### src/rtl/m4rm_pkg.sv
// Shared types and constants for the 4x4 row multiply block.
`timescale 1ns / 1ps

package m4rm_pkg;

  localparam int ELEM_W    = 32;
  localparam int FRAC_W    = 16;
  localparam int DIM       = 4;
  localparam int PROD_W    = 2 * ELEM_W;
  localparam int PAIR_W    = PROD_W + 1;
  localparam int SUM_W     = PROD_W + 2;
  localparam int SHIFT_W   = SUM_W - FRAC_W;
  localparam int CFG_REGS  = 8;
  localparam int CFG_IDX_W = 3;
  localparam int CFG_W     = 64;
  localparam int ROW_W     = DIM * ELEM_W;

  typedef logic signed [ELEM_W-1:0] elem_t;
  typedef elem_t [DIM-1:0]          vec_t;
  typedef logic [CFG_W-1:0]         cfg_word_t;

  // Right matrix resets to identity (Q16.16 one is 0x10000).
  localparam cfg_word_t [0:CFG_REGS-1] CFG_RESET = '{
    64'h0000_0000_0001_0000,
    64'h0000_0000_0000_0000,
    64'h0001_0000_0000_0000,
    64'h0000_0000_0000_0000,
    64'h0000_0000_0000_0000,
    64'h0000_0000_0001_0000,
    64'h0000_0000_0000_0000,
    64'h0001_0000_0000_0000
  };

  // One column's finished element.
  typedef struct packed {
    logic signed [ELEM_W-1:0] p;
    logic                     sat;
  } lane_res_t;

  // What the lanes hand to the merging stage.
  typedef struct packed {
    logic                 valid;
    lane_res_t [DIM-1:0]  lane;
  } res_bundle_t;

  // One result row as it sits in the output register or skid stage.
  typedef struct packed {
    logic             sat;
    logic [ROW_W-1:0] data;
  } out_item_t;

endpackage

### src/rtl/m4rm_merge.sv
// Merging stage: join lane results, output register and skid stage.
`timescale 1ns / 1ps

module m4rm_merge (
  input  logic                      clk,
  input  logic                      rst_n,
  input  m4rm_pkg::res_bundle_t     res_in,
  output logic                      ready,
  output logic                      out_tvalid,
  input  logic                      out_tready,
  output logic [m4rm_pkg::ROW_W-1:0] out_tdata,  // p_col0, p_col1, p_col2, p_col3
  output logic                      out_tuser   // saturated
);

  logic                ov_r, ov_nxt, sv_r, sv_nxt, pop;
  m4rm_pkg::out_item_t od_r, od_nxt, sd_r, sd_nxt, item;

  always_comb begin
    item.sat = 1'b0;
    for (int j = 0; j < m4rm_pkg::DIM; j++) begin
      item.data[j*m4rm_pkg::ELEM_W +: m4rm_pkg::ELEM_W] = res_in.lane[j].p;
      item.sat = item.sat | res_in.lane[j].sat;
    end
  end

  assign pop   = ov_r && out_tready;
  assign ready = !sv_r;

  always_comb begin
    ov_nxt = ov_r;
    od_nxt = od_r;
    sv_nxt = sv_r;
    sd_nxt = sd_r;
    if (!ov_r || pop) begin
      if (sv_r) begin
        // drain the skid stage first to keep order
        ov_nxt = 1'b1;
        od_nxt = sd_r;
        sv_nxt = 1'b0;
      end else begin
        ov_nxt = res_in.valid;
        if (res_in.valid) begin
          od_nxt = item;
        end
      end
    end else if (res_in.valid) begin
      sv_nxt = 1'b1;
      sd_nxt = item;
    end
  end

  always_ff @(posedge clk) begin
    if (!rst_n) begin
      ov_r <= 1'b0;
      sv_r <= 1'b0;
    end else begin
      ov_r <= ov_nxt;
      sv_r <= sv_nxt;
    end
    od_r <= od_nxt;
    sd_r <= sd_nxt;
  end

  assign out_tvalid = ov_r;
  assign out_tdata  = od_r.data;
  assign out_tuser  = od_r.sat;

  a_skid_behind_out: assert property (@(posedge clk) disable iff (!rst_n)
    sv_r |-> ov_r)
    else $error("skid stage holds a row while the output register is empty");

  a_skid_fill_cause: assert property (@(posedge clk) disable iff (!rst_n)
    $rose(sv_r) |-> $past(ov_r && !out_tready))
    else $error("skid stage filled without a stalled output");

  a_stalled_push_kept: assert property (@(posedge clk) disable iff (!rst_n)
    (ov_r && !out_tready && !sv_r && res_in.valid) |=> sv_r)
    else $error("row arriving during a stall was not captured");

endmodule

### config.mk
export PLATFORM = sky130hd
export DESIGN_NAME = m4rm_merge
export DESIGN_NICKNAME = d
export VERILOG_FILES = /design/src/rtl/m4rm_pkg.sv /design/src/rtl/m4rm_merge.sv
export SDC_FILE = /design/constraint.sdc
export NUM_CORES = 1
export LEC_CHECK = 0
export BUFFER_PORTS_ARGS = -buffer_cell sky130_fd_sc_hd__buf_2
export CORE_MARGIN = 1
export CORE_UTILIZATION = 48
export CTS_BUF_LIST = sky130_fd_sc_hd__clkbuf_8
export CTS_CLUSTER_DIAMETER = 40
export DETAILED_ROUTE_END_ITERATION = 10
export PLACE_DENSITY = 0.77
export SLEW_MARGIN = 20
export SYNTH_ARGS = -nofsm -noshare
export SYNTH_HDL_FRONTEND = slang
export SYNTH_SLANG_ARGS = --single-unit
export TNS_END_PERCENT = 10
### constraint.sdc
create_clock -name clk -period 6.6 [get_ports clk]
set_clock_uncertainty 0.2 [all_clocks]
set_input_delay 0.33 -clock clk [delete_from_list [all_inputs] [get_ports clk]]
set_output_delay 0.33 -clock clk [all_outputs]
set_load 0.05 [all_outputs]
=== Word level (Yosys, flattened, before mapping) ===
Cells that the tools add are included.

* Input port bits: 136
* Output and inout port bits: 131
* Bits in registers: 260

* Multiplexer cells: 3
* Reduce and logical (&&, ||, !) cells: 8
* Bitwise operators: 5

{| class="wikitable"
|+ Operators with widths
! operator !! number
|-
| two-way mux 129 bit || 2
|-
| AND reduction 2 bit || 2
|-
| bitwise OR 1 bit || 3
|-
| zero test 1 bit || 2
|-
| NOT 1 bit || 2
|-
| nonzero test 2 bit || 1
|-
| OR reduction 2 bit || 1
|-
| logical AND 1 bit || 1
|-
| logical OR 1 bit || 1
|-
| two-way mux 1 bit || 1
|}

=== Logic depth before layout (Yosys ltp) ===
Gate-level depths: netlist of the first run.

* Word-level depth: 5
* Mapped depth: 4
* Gate-level depth less buffers: 2

=== Worst setup path before layout of the first run ===
OpenSTA, ideal clock, no wires.

* Path type: register -> register
* From: register sv_r
* To: register od_r (netlist bit out_tdata[0]) (enable)
* Data required time: 5,781 ps
* Arrival time: 6,095 ps
* Path buffers: 2
* Stages on the path, launching flop included: 5
* Clock period less this slack: 6,914 ps
* Path slack: -314 ps
* Cell sequence: dfxtp_1 -> clkbuf_1 -> buf_2 -> nor2_1 -> nor2_1

* Word-level cells in the longest chain between the ends: 2

{| class="wikitable"
|+ RTL lines
! element !! RTL line !! text
|-
| start: declaration || m4rm_merge.sv:15 || <nowiki>logic ov_r, ov_nxt, sv_r, sv_nxt, pop;</nowiki>
|-
| start signal: assignment || m4rm_merge.sv:58 || <nowiki>sv_r <= sv_nxt;</nowiki>
|-
| nonzero test 2 bit (no source line) || n/a ||
|-
| AND reduction 2 bit (no source line) || n/a ||
|-
| end signal: assignment || m4rm_merge.sv:60 || <nowiki>od_r <= od_nxt;</nowiki>
|-
| end: declaration || m4rm_merge.sv:16 || <nowiki>m4rm_pkg::out_item_t od_r, od_nxt, sd_r, sd_nxt, item;</nowiki>
|}

Every way passes these cells.
A chain may end at the register's enable or synchronous reset.

=== Worst setup path after layout of the first run ===
* From: register sv_r
* To: output ready

* Word-level cells in the longest chain between the ends: 1

{| class="wikitable"
|+ RTL lines
! element !! RTL line !! text
|-
| zero test 1 bit || m4rm_merge.sv:27 || <nowiki>assign ready = !sv_r;</nowiki>
|-
| end: declaration || m4rm_merge.sv:8 || <nowiki>output logic ready,</nowiki>
|}

Every way passes these cells.

==> flow_metrics.tcl, run 1 <==
set metrics [dict create \
    cts_hold_buf 133 \
    p_per_area_mw_per_mm2 283 \
    cts_tree "done" \
    regToRegStartpoint "out_tvalid$_SDFFE_PN0P_" \
    r2r_cells 3 \
    status "finished, final reports clean" \
    setup.worst_path.end "ready" \
    final.setup.tns_ns 0 \
    cts_sinks 260 \
    synth_area_mm2 0.00943 \
    worstPathArrival_ns 2.77 \
    crit_cells 3 \
    num_rows 50 \
    path_buf_inv 3 \
    crit_required_ns 6.07 \
    h-tree-depth 2 \
    grt_util_all_layers_pct 20.3 \
    first_iter_violations 278 \
    grt_pass1_wl_um 31100 \
    worstMarginPinSlew_ns 0.970 \
    cp_max_fo 69 \
    grt_max_degree 72 \
    synth.distinct_cells 15 \
    clkPwrFrac_pct 35.8 \
    comb_power_share_pct 12.2 \
    core_mm2 0.0190 \
    fin_crit_sh_pct 50.0 \
    max-slew-margin-rel_pct 35.3 \
    antenna_found_initial 1 \
    clock_latency_ns 0.52 \
    setup_violations 0 \
    cts_resized 0 \
    first_global_vias 6019 \
    seqPwrFrac_pct 52.0 \
    intPower_uw 2790 \
    hp-class "in -> reg" \
    die_x_um 142 \
    syn-num-nets 548 \
    period_needed_ns 3.30 \
    hold_viol_final 0 \
    yosysWarningCount 0 \
    critical-path-slowest-cell "dfxtp_4" \
    drive_gt1_share_pct 52.4 \
    routedWlPerCell_um 18.2 \
    ir_drop_mv 0.209 \
    r2r_slack_ns 3.66 \
    synth_seq_area_share_pct 82.6 \
    fin_util_pct 69.4 \
    post_cts_buffers 0 \
    synth_top_area_share_pct 82.2 \
    ios 267 \
    hpwl_um 12000 \
    synth_top_cell_by_area "edfxtp_1" \
    hold_depth 3 \
    fp.dieH_um 142 \
    synth.area.top_cells "edfxtp_1 (82%), mux2_2 (15%), buf_6 (1.1%)" \
    cp-start-kind "flip-flop" \
    p_sw_share_pct 24.8 \
    route.detailed.drc 0 \
    critPathKind "reg -> out" \
    area_delta_synth_final_pct 39.4 \
    ys_ff_latch 260 \
    crit_chain "buf_4 -> inv_1 -> buf_2" \
    cts-root-buf "clkbuf_8" \
    max_freq_ghz 0.303 \
    num-nets-final 980 \
    drv_cap 0 \
    end_kind "output pin" \
    drtAntennaViolNets 0 \
    cts_made_buffers 42 \
    die-area_mm2 0.0202 \
    synthCells 412 \
    crit_family "buffers and inverters" \
    power_leakage_uw 0.00501 \
    dr.pass1.iters 4 \
    critical-path-max-stage-delay_ns 0.95 \
    vias_per_cell 4.91 \
    syn_avg_cell_area_um2 22.9 \
    rr_endpoint "sd_r[29]$_DFFE_PP_" \
    dr_total_vias 5577 \
    startpoint "sv_r$_SDFFE_PP0P_" \
    switching_power_uw 922 \
    postRouteWirelength_um 20700 \
    grt.overflow.total 0 \
    gp_congestion 0.784 \
    clk_pin_slew_ns 0.06 \
    initial_core_util_pct 49.7 \
    rsz0062_at_grt "false" \
    slew_viol_final 0 \
    portBuffers 266 \
    clockBufferDepth 3 \
    nFillCells 1207 \
]
==> final cells by class <==
class	count	area, um2	area share [%]
Multi-Input combinational cell	136	1520	11.5
Inverter	1	3.75	0.0286
Sequential cell	260	7790	59.3
Clock buffer	47	647	4.92
Antenna cell	3	7.51	0.0571
Timing Repair Buffer	403	2690	20.5
Clock inverter	27	164	1.25
Tap cell	260	325	2.47
==> registers in the layout, indices dropped and copies added (netlist names) <==
register	flops
out_tdata	128
out_tuser	1
out_tvalid	1
sd_r	129
sv_r	1
==> how the worst min path moves through the flow <==
stage,start,endpoint,slack (ns)
after floorplan,res_in[1],sd_r[0]$_DFFE_PP_,0.23
after global placement,res_in[39],sd_r[37]$_DFFE_PP_,0.32
after detailed placement,res_in[27],sd_r[26]$_DFFE_PP_,0.32
after CTS,res_in[132],sv_r$_SDFFE_PP0P_,0.000006
after global routing,res_in[132],sv_r$_SDFFE_PP0P_,0.02
final,res_in[132],sv_r$_SDFFE_PP0P_,0.04
==> cells by family after synthesis <==
family / Yosys count / share of synthesized area [%]
AND/OR/NAND/NOR: 6 / 0.425
AO/OA/AOI/OAI: 1 / 0.0929
flip-flops: 260 / 82.6
multiplexers: 129 / 15.4
buffers and inverters: 16 / 1.45
==> power by group through the flow <==
stage / Sequential (uW) / Combinational [uW] / Clock, uW
after floorplan: 2160 / 78.0 / 0
after global placement: 1960 / 379 / 0
after detailed placement: 1960 / 389 / 0
after CTS: 1930 / 452 / 1370
after global routing: 1940 / 474 / 1450
final: 1930 / 453 / 1330
==> stage by stage <==
step | hold WS [ns] | cell area (um2) | setup slack, ns | power (uW) | instances
after global placement | 0.320 | 11000 | 3.64 | 2340 | 927
after floorplan | 0.229 | 9430 | 1.87 | 2230 | 412
final | 0.0428 | 13100 | 3.30 | 3720 | 1137
after detailed placement | 0.323 | 11000 | 3.57 | 2350 | 927
after CTS | 0.00000649 | 13100 | 3.27 | 3750 | 1134
after global routing | 0.0217 | 13100 | 3.11 | 3860 | 1135
==> cells in the final DEF, fill, tap and decap left out, drive strengths merged, types with 2 or more instances in the layout <==
| master | count |
|---|---|
| mux2 | 129 |
| dlygate4sd3 | 133 |
| diode | 3 |
| nor2 | 2 |
| dfxtp | 2 |
| clkbuf | 47 |
| edfxtp | 258 |
| buf | 270 |
| clkinv | 12 |
| bufinv | 2 |
| inv | 13 |
==> tightest hold or removal path: cells and delay by family <==
family | cells | cell delay [ns]
buffers and inverters | 1 | 0.11
and+or+nand+nor | 2 | 0.28
==> cells in the mapped netlist <==
cell type  count
inv_1          1
or4_4          1
clkbuf_1       1
mux2_2       128
mux2_4         1
buf_6          9
buf_4          1
and3b_1        1
buf_2          4
and2_1         1
edfxtp_1     258
dfxtp_1        2
nor2b_1        1
nor2_1         2
o31a_1         1
==> per-layer routing <==
metal  part of all wire (%)  global-route usage (%)  vias up
met1                     40                    23.9     2725
li1                       -                       -     2538
met4                    3.8                    11.7        0
met5                      0                       0        -
met2                     50                    33.6      254
met3                    6.9                    5.35       60
Note: power is estimated with default switching activity, not from simulation.
==> run 2: changes to the inputs <==
CORE_UTILIZATION = 54   (was 48)
PLACE_DENSITY = 0.82   (was 0.77)
clock period = 3.2 ns   (was 6.6 ns; I/O delays follow)
==> flow_metrics.tcl, run 2 (same netlist as run 1, synthesis figures left out) <==
set metrics [dict create \
    setup_violations 0 \
    clock_latency_ns 0.52 \
    period_needed_ns 2.25 \
    critical-path-slowest-cell "dfxtp_4" \
    comb_power_share_pct 12.8 \
    fp.dieH_um 134 \
    critPathKind "reg -> reg" \
    max_freq_ghz 0.444 \
    finalPower_uw 7430 \
    worstMarginPinSlew_ns 0.657 \
    ir_drop_mv 0.417 \
    routedWlPerCell_um 19.5 \
    cp-start-kind "flip-flop" \
    postRouteWirelength_um 21400 \
    vias_per_cell 5.05 \
    gp_congestion 0.783 \
    grt.overflow.total 0 \
    max-slew-margin-rel_pct 56.2 \
    num_rows 47 \
    n_antenna_cell 0 \
    largest-register "sd_r" \
    clk_pin_slew_ns 0.06 \
    die-area_mm2 0.0180 \
    dp_slack_ns 0.976 \
    cts_made_buffers 41 \
    worstPathArrival_ns 2.19 \
    antenna_found_initial 0 \
    grt_util_all_layers_pct 23.8 \
    p_sw_share_pct 25.9 \
    drtAntennaViolNets 0 \
    die_x_um 134 \
    cp_max_fo 50 \
    ios 267 \
    worst_slack_ns 0.946 \
    drv_cap 0 \
    power_leakage_uw 0.00499 \
    post_cts_buffers 0 \
    dr_total_vias 5540 \
    hpwl_um 11900 \
    cts_tree "done" \
    critical-path-max-stage-delay_ns 0.69 \
    slew_viol_final 0 \
    end_kind "flip-flop" \
    initial_core_util_pct 56.1 \
    core_mm2 0.0168 \
    switching_power_uw 1920 \
    largest_reg_flops 129 \
    intPower_uw 5510 \
    cts-root-buf "clkbuf_8" \
    grt_max_degree 95 \
    status "finished, final reports clean" \
    h-tree-depth 2 \
    seqPwrFrac_pct 53.6 \
    clkPwrFrac_pct 33.6 \
    area_delta_synth_final_pct 38.5 \
    crit_required_ns 3.14 \
    grt_pass1_wl_um 32000 \
    hp-class "in -> reg" \
    num-nets-final 981 \
    rsz0062_at_grt "false" \
    clockBufferDepth 3 \
    drive_gt1_share_pct 52.1 \
    hold_viol_final 0 \
    first_iter_violations 290 \
    final_cell_mix "buf_2 (266), edfxtp_1 (258), dlygate4sd3_1 (134)" \
    final_common_cell "buf_2" \
    crit_chain "nor2_1 -> nor2_4 -> buf_4" \
    first_global_vias 6095 \
    nFillCells 903 \
    portBuffers 266 \
    final.setup.tns_ns 0 \
    cts_sinks 260 \
    dr.pass1.iters 4 \
    route.detailed.drc 0 \
    fin_crit_sh_pct 70.4 \
    p_per_area_mw_per_mm2 569 \
]
==> run 2: worst paths after layout <==
path / startpoint / endpoint / slack, ns / cells after the start
worst min-delay path: res_in[132] / sd_r[127]$_DFFE_PP_ / 0.02 / 2
worst max-delay path: sv_r$_SDFFE_PP0P_ / out_tdata[57]$_DFFE_PP_ / 0.95 / 3
worst max register to register: sv_r$_SDFFE_PP0P_ / out_tdata[57]$_DFFE_PP_ / 0.95 / 3
worst min register to register: sd_r[16]$_DFFE_PP_ / out_tdata[16]$_DFFE_PP_ / 0.35 / 1
==> run 2: critical path: cells and delay by family (launching register included) <==
family        cells  cell delay (ns)
flops             1             0.69
buf+inv           1             0.54
simple gates      2             0.39
==> run 2: per-layer routing <==
layer | vias to the layer above | track usage [%] | wire, um
met4 | 0 | 11.0 | 712
met5 | - | 0 | 0
met2 | 249 | 43.2 | 11400
met3 | 52 | 4.72 | 1230
met1 | 2712 | 27.1 | 8030
li1 | 2527 | - | -
==> run 2: final cells by class <==
class | instances | area, um2 | share of cell area, %
clock inverter | 31 | 129 | 0.987
tap | 220 | 275 | 2.11
timing repair buffer | 405 | 2750 | 21.0
inverter | 1 | 3.75 | 0.0288
multi-input combinational | 136 | 1520 | 11.6
sequential | 260 | 7790 | 59.7
clock buffer | 43 | 592 | 4.53
==> run 2: timing repair <==
item,4_1_cts,5_1_grt
setup endpoints to repair,0,0
hold buffers,134,0
endpoints found under the hold margin,260,0
gates resized for setup,0,0
==> run 2: power by group through the flow <==
stage	combinational, uW	clock [uW]	sequential, uW
after floorplan	163	0	4440
after global placement	788	0	4040
after detailed placement	812	0	4050
after CTS	942	2520	3980
after global routing	990	2680	3990
final	950	2500	3980
==> run 2: per-stage QoR <==
step	instance area, um2	util, %	hold slack [ns]	instances
4_1_cts	13100	77.6	0.0131	1096
5_1_grt	13100	77.6	0.0358	1096
2_1_floorplan	9450	-	0.0589	412
3_5_place_dp	11000	65.4	0.152	888
3_3_place_gp	11000	65.4	0.150	888
6_report	13100	77.6	0.0223	1096
==> run 3: changes to the inputs <==
ABC_AREA = 1   (was not set)
clock period = 2.3 ns   (was 3.2 ns; I/O delays follow)
==> flow_metrics.tcl, run 3 <==
set metrics [dict create \
    status "finished, final reports clean" \
    clock_latency_ns 0.52 \
    power_leakage_uw 0.00565 \
    ys_ff_latch 260 \
    fin_util_pct 76.3 \
    num-nets-final 1252 \
    synth_seq_area_share_pct 81.8 \
    dp_slack_ns 0.538 \
    first_global_vias 6876 \
    synthFlopType "edfxtp_1" \
    drv_cap 0 \
    synth.distinct_cells 11 \
    synth_top_area_share_pct 81.4 \
    ios 267 \
    max_freq_ghz 0.491 \
    initial_core_util_pct 55.2 \
    rr_endpoint "out_tdata[107]$_DFFE_PP_" \
    synthArstFlopShare_pct 0 \
    regToRegStartpoint "sv_r$_SDFFE_PP0P_" \
    hpwl_um 12800 \
    synth_top_cell_by_area "edfxtp_1" \
    cp_max_fo 2 \
    dr_total_vias 6751 \
    worstMarginPinSlew_ns 0.577 \
    synth.area.top_cells "edfxtp_1 (81%), nand2_1 (15%), buf_6 (1.4%)" \
    slew_viol_final 0 \
    clk_pin_slew_ns 0.06 \
    cts_sinks 260 \
    critPathKind "in -> reg" \
    final_common_cell "nand2_1" \
    holdWs_ns 0.116 \
    synth_area_mm2 0.00952 \
    yosys-top-cells-count "nand2_1 (389), edfxtp_1 (258), buf_2 (15)" \
    fin_crit_sh_pct 88.5 \
    gp_congestion 0.764 \
    ir_drop_mv 0.593 \
    nFillCells 977 \
    rsz0062_at_grt "false" \
    r2r_cells 3 \
    setup_violations 0 \
    core_mm2 0.0172 \
    end_kind "flip-flop" \
    p_per_area_mw_per_mm2 776 \
    period_needed_ns 2.04 \
    critical-path-slowest-cell "dlygate4sd3_1" \
    dr.pass1.iters 5 \
    hold_start "res_in[1]" \
    grt_max_degree 130 \
    h-tree-depth 2 \
    largest-register "sd_r" \
    hold_end "sd_r[0]$_DFFE_PP_" \
    syn_avg_cell_area_um2 13.8 \
    clockBufferDepth 3 \
    grt.overflow.total 0 \
    first_iter_violations 408 \
    drtAntennaViolNets 0 \
    crit_chain "dlygate4sd3_1 -> buf_2 -> nor2_1 -> dlygate4sd3_1 -> nand2_1 -> dlygate4sd3_1 -> nand2_1 -> nand2_1" \
    die-area_mm2 0.0182 \
    area_delta_synth_final_pct 38.1 \
    worst_slack_ns 0.265 \
    syn-num-nets 825 \
    hold_depth 2 \
    largest_reg_flops 129 \
    num_rows 48 \
    drive_gt1_share_pct 28.6 \
    die_x_um 135 \
    r2r_slack_ns 0.55 \
    cts_made_buffers 41 \
    route.detailed.drc 0 \
    cts_tree "done" \
    final_cell_mix "nand2_1 (389), buf_2 (266), edfxtp_1 (258)" \
    postRouteWirelength_um 22800 \
    synthCells 689 \
    hp-class "in -> reg" \
    hold_viol_final 0 \
    synth.most_common_cell "nand2_1" \
    vias_per_cell 4.95 \
    grt_pass1_wl_um 34300 \
    antenna_found_initial 0 \
    cp-start-kind "input pin" \
    yosysWarningCount 0 \
    crit_required_ns 2.38 \
    fp.dieH_um 135 \
    routedWlPerCell_um 16.7 \
    worstPathArrival_ns 2.11 \
    synth_edf_count 258 \
    critical-path-max-stage-delay_ns 0.56 \
    cts-root-buf "clkbuf_8" \
    portBuffers 266 \
    max-slew-margin-rel_pct 61.5 \
    grt_util_all_layers_pct 25.1 \
]
-- run 3: worst max-delay path, delay by kind of cell --
family	cells	cell delay [ns]
buf+inv	4	1.77
simple gates	4	0.22
-- run 3: repair_timing --
action | in CTS | in global routing
resized for setup | 0 | 0
endpoints found under the hold margin | 265 | 0
endpoints found under the setup margin | 0 | 0
hold buffers | 136 | 0
buffers inserted | 0 | 0
-- run 3: per-stage QoR --
step | power [uW] | setup TNS, ns | instance area (um2) | std cells
finish | 10200 | 0 | 13100 | 1365
global route | 10600 | 0 | 13100 | 1363
CTS | 10200 | 0 | 13100 | 1363
detailed placement | 6800 | 0 | 11100 | 1162
global placement | 6770 | 0 | 11100 | 1162
floorplan | 6420 | -253.83 | 9560 | 689
-- run 3: cell families (layout without fill, tap and decap cells) --
kind of cell	count (synthesis)	in the layout	share of synthesized area (%)
and+or+nand+nor	394	394	15.5
AOI/OAI and AO/OA	2	2	0.105
other	0	2	0
buffers and inverters	33	482	2.55
DFF	260	260	81.8
-- run 3: metal layers --
layer,global-route usage (%),share of wire (%),vias up
li1,-,-,3188
met3,6.53,8.8,47
met1,28.5,37,3142
met5,0,0,-
met2,45.0,52,374
met4,9.74,2.4,0
-- run 3: how the worst max path moves through the flow --
stage / startpoint / endpoint / slack [ns] / cells after the start
after detailed placement: sv_r$_SDFFE_PP0P_ / out_tdata[80]$_DFFE_PP_ / 0.54 / 3
after floorplan: sv_r$_SDFFE_PP0P_ / out_tdata[0]$_DFFE_PP_ / -1.02 / 4
final: res_in[0] / out_tuser$_DFFE_PP_ / 0.26 / 8
after global routing: res_in[0] / out_tuser$_DFFE_PP_ / 0.18 / 8
after global placement: sv_r$_SDFFE_PP0P_ / out_tdata[78]$_DFFE_PP_ / 0.60 / 3
after CTS: res_in[0] / out_tuser$_DFFE_PP_ / 0.33 / 8
-- run 3: power breakdown --
part | internal, uW | switching (uW)
Sequential | 5480 | 59.7
Clock | 1640 | 1650
Combinational | 423 | 950
Total | 7540 | 2660
-- run 3: layout make-up --
type	instances	area (um2)	area share, %
antenna	2	5.00	0.0381
clock buffer	41	564	4.29
clock inverter	24	93.8	0.714
inverter	4	17.5	0.133
multi-input combinational	396	1520	11.5
sequential	260	7790	59.3
tap	225	282	2.14
timing repair buffer	413	2880	21.9
